$ cat config.mk
export PLATFORM = sky130hd
export DESIGN_NAME = fir160_ram
export DESIGN_NICKNAME = d
export VERILOG_FILES = /design/src/rtl/core/fir160_ram.sv
export SDC_FILE = /design/constraint.sdc
export NUM_CORES = 2
export LEC_CHECK = 0
export BUFFER_PORTS_ARGS = -buffer_cell sky130_fd_sc_hd__buf_2
export CORE_ASPECT_RATIO = 0.75
export CORE_MARGIN = 8
export CORE_UTILIZATION = 55
export DETAILED_ROUTE_END_ITERATION = 10
export HOLD_SLACK_MARGIN = 0.12
export PLACE_DENSITY_LB_ADDON = 0.05
export SLEW_MARGIN = 15
export SYNTH_ARGS = -nofsm -noshare
export SYNTH_HDL_FRONTEND = slang
export SYNTH_SLANG_ARGS = --single-unit
$ cat constraint.sdc
create_clock -name clk -period 5.2 [get_ports clk]
set_input_delay 0.52 -clock clk [delete_from_list [all_inputs] [get_ports clk]]
set_output_delay 0.52 -clock clk [all_outputs]
set_load 0.01 [all_outputs]
$ cat src/rtl/core/fir160_ram.sv
// Generic single-write, single-read RAM with registered read data.
`default_nettype none

module fir160_ram #(
  parameter int WIDTH = 16,
  parameter int DEPTH = 160,
  localparam int AW = (DEPTH > 1) ? $clog2(DEPTH) : 1
) (
  input  wire logic             clk,
  input  wire logic             we,
  input  wire logic [AW-1:0]    waddr,
  input  wire logic [WIDTH-1:0] wdata,
  input  wire logic [AW-1:0]    raddr,
  output logic      [WIDTH-1:0] rdata
);

  logic [WIDTH-1:0] mem [DEPTH];

  // write port and registered read port
  always_ff @(posedge clk) begin
    if (we) begin
      mem[waddr] <= wdata;
    end
    rdata <= mem[raddr];
  end

endmodule

`default_nettype wire

==> results.yml <==
cts:
  cts_resized: 0
  cts_root_buffer: "clkbuf_16"
  clk_path_buf_depth: 3
  cts_setup_buffers: 0
  htree_levels: 4
  clock-sinks: 2576
  clk_pin_slew_ns: 0.07
  cts_tree: "yes"
  insertion_delay_ns: 0.85
  cts_buffers: 235
yosys:
  synth_top_area_frac: 0.776
  yosys_warnings: 0
  yosysSeqAreaShare: 0.780
  ys_types: 59
  synth_area_per_cell_um2: 22.4
  synth_ff_type: "edfxtp_1"
  synth_seq_cells: 2576
  yosysMostFrequentCell: "edfxtp_1"
  async_flop_share: 0
  synth-edff-count: 2560
  syn_nets: 4456
  yosys-top-cells-area: "edfxtp_1 78%, mux4_2 15%, mux2i_1 1.7%"
  synth_top_cells_by_count: "2,560 x edfxtp_1, 638 x mux4_2, 195 x nor2_1"
  yosysTopAreaCell: "edfxtp_1"
  syn_inst: 4422
  synth_area_um2: 99000
timing:
  slew_viol_final: 0
  fin_setup_tns_ns: 0
  fin_crit_sh: 0.700
  tightest_slew_ns: 1.46
  hold_viol_final: 0
  period_needed_ns: 3.64
  rsz0062_at_grt: "no"
  slew_headroom: 0.00463
  fmax_ghz: 0.275
  finClkSkew_ns: 0.0464
  setup_viol_count_final: 0
setup_path:
  path_class: "in2reg"
  crit_path_end_kind: "flip-flop"
  critPathMaxStageDelay_ns: 0.90
  crit_fanout: 80
  cp_slowest_cell: "a22oi_1"
  worstSetupStartpointType: "primary input"
  crit_chain: "buf_8 -> buf_4 -> mux4_2 -> nor2b_1 -> a211oi_1 -> a31oi_1 -> a22oi_1 -> o311ai_1"
  critPathArrivalTime_ns: 4.27
  crit_required_ns: 5.83
  cpLargestDelayFamily: "compound AO/OA/AOI/OAI gates"
  path_buf_inv: 2
final_layout:
  stdcell_area_um2: 111000
  drive_above_1_share: 0.287
  area_growth_pct: 12.4
  final_util: 0.619
  instances_no_fill: 7362
  finalNetCount: 4790
route:
  drt_iter0_drc: 7429
  routed_wl_um: 272000
  drt_first_pass_iters: 5
  wl_per_cell_um: 37.0
  via_per_inst: 6.70
  drc: 0
  route.vias.total: 49317
  ant_nets: 0
worst_hold_path:
  hp-class: "in2reg"
power_and_ir_drop:
  vdd_drop_max_v: 0.000376
  p_leak_nw: 34.9
  power.density_nw_per_um2: 379
floorplan:
  die_w_um: 506
  start_util: 0.551
  row_count: 135
  core-area_um2: 180000
  die-area_um2: 194000
  ioPinCount: 50
  die-height_um: 383
placed_design:
  portBuffers: 49
  dpl-instance-area_um2: 104000
  gp_congestion: 0.944
  dp_hpwl_um: 168000
  place_inst: 6911
global_route:
  grt_pass1_wl_um: 380000
  grt.overflow.total: 0
  grt_pass1_vias: 47281
  antenna_found_initial: 20
  grt.total_usage: 0.279
  grt_max_degree: 111
outcome:
  violations: "capacitance limit"
  status: "complete, but fails checks"
job:
  drv_cap: 1
routing by layer:
metal | GRT usage | part of all wire | up-vias
li1 | - | - | 19420
met1 | 0.435 | 0.42 | 26662
met2 | 0.394 | 0.43 | 2820
met3 | 0.0705 | 0.12 | 413
met4 | 0.0816 | 0.033 | 2
met5 | 0 | 0.00075 | -
power breakdown:
group / leakage, nW / internal [mW] / switching [mW] / total [mW]
registers: 23.1 / 22.9 / 0.0609 / 22.9
clock network: 3.65 / 9.47 / 7.51 / 17.0
logic: 8.09 / 0.736 / 1.46 / 2.20
total: 34.9 / 33.1 / 9.03 / 42.1
worst paths after layout:
check               from           to  slack (ns)  cells past startpoint
max             raddr[2]    rdata[12]        1.56                      8
min            wdata[12]  mem[87][12]        0.22                      1
max reg2reg   mem[97][0]     rdata[0]        2.19                      6
min reg2reg  mem[147][0]     rdata[0]        0.94                      5
placed cells by master (no fill, tap or decap), drive strengths merged, types with 11 or more instances in the layout:
master and count:
edfxtp 2560, mux4 638, buf 338, clkbuf 294, nor2 195, mux2i 167, nand2 135, clkinv 100
o22ai 49, a22oi 48, nand3 43, a21oi 34, a211oi 27, nor2b 27, nand4 22, bufinv 22
nand2b 19, o21ai 19, nor3 19, a31oi 17, mux2 17, a32oi 16, dfxtp 16, diode 14
o221ai 14, inv 12, and3 11
through the flow:
stage / total power [mW] / hold slack (ns) / setup WS [ns]
floorplan: 24.5 / 0.619 / 2.64
finish: 42.1 / 0.218 / 1.56
global route: 43.2 / 0.224 / 1.56
CTS: 42.3 / 0.208 / 1.71
global placement: 25.6 / 0.894 / 0.697
detailed placement: 25.6 / 0.900 / 0.796
flip-flops by register name (all words and copies together), names as in the netlist:
| signal | flops |
|---|---|
| rdata | 16 |
| mem | 2560 |
kinds of logic (layout without fill, tap and decap cells):
logic type      after synthesis  after routing  share of synthesized area
flops                      2576           2576                      0.780
mux                         822            822                      0.164
simple gates                499            499                     0.0225
compound gates              276            276                     0.0197
buf+inv                     249            778                     0.0141
other cells                   0             14                          0
area by class of cell:
type / count / area [um^2]
Clock buffer: 294 / 6170
Antenna cell: 14 / 35.0
Sequential cell: 2576 / 77200
Inverter: 3 / 18.8
Clock inverter: 138 / 1310
Multi-Input combinational cell: 1597 / 20700
Tap cell: 2397 / 3000
Timing Repair Buffer: 343 / 2860
Fill cell: 12447 / 68500
timing repair:
item | CTS | global route
hold endpoints to repair | 156 | 0
endpoints found under the setup margin | 0 | 0
hold buffers | 5 | 0
(Power assumes the default switching activity.)
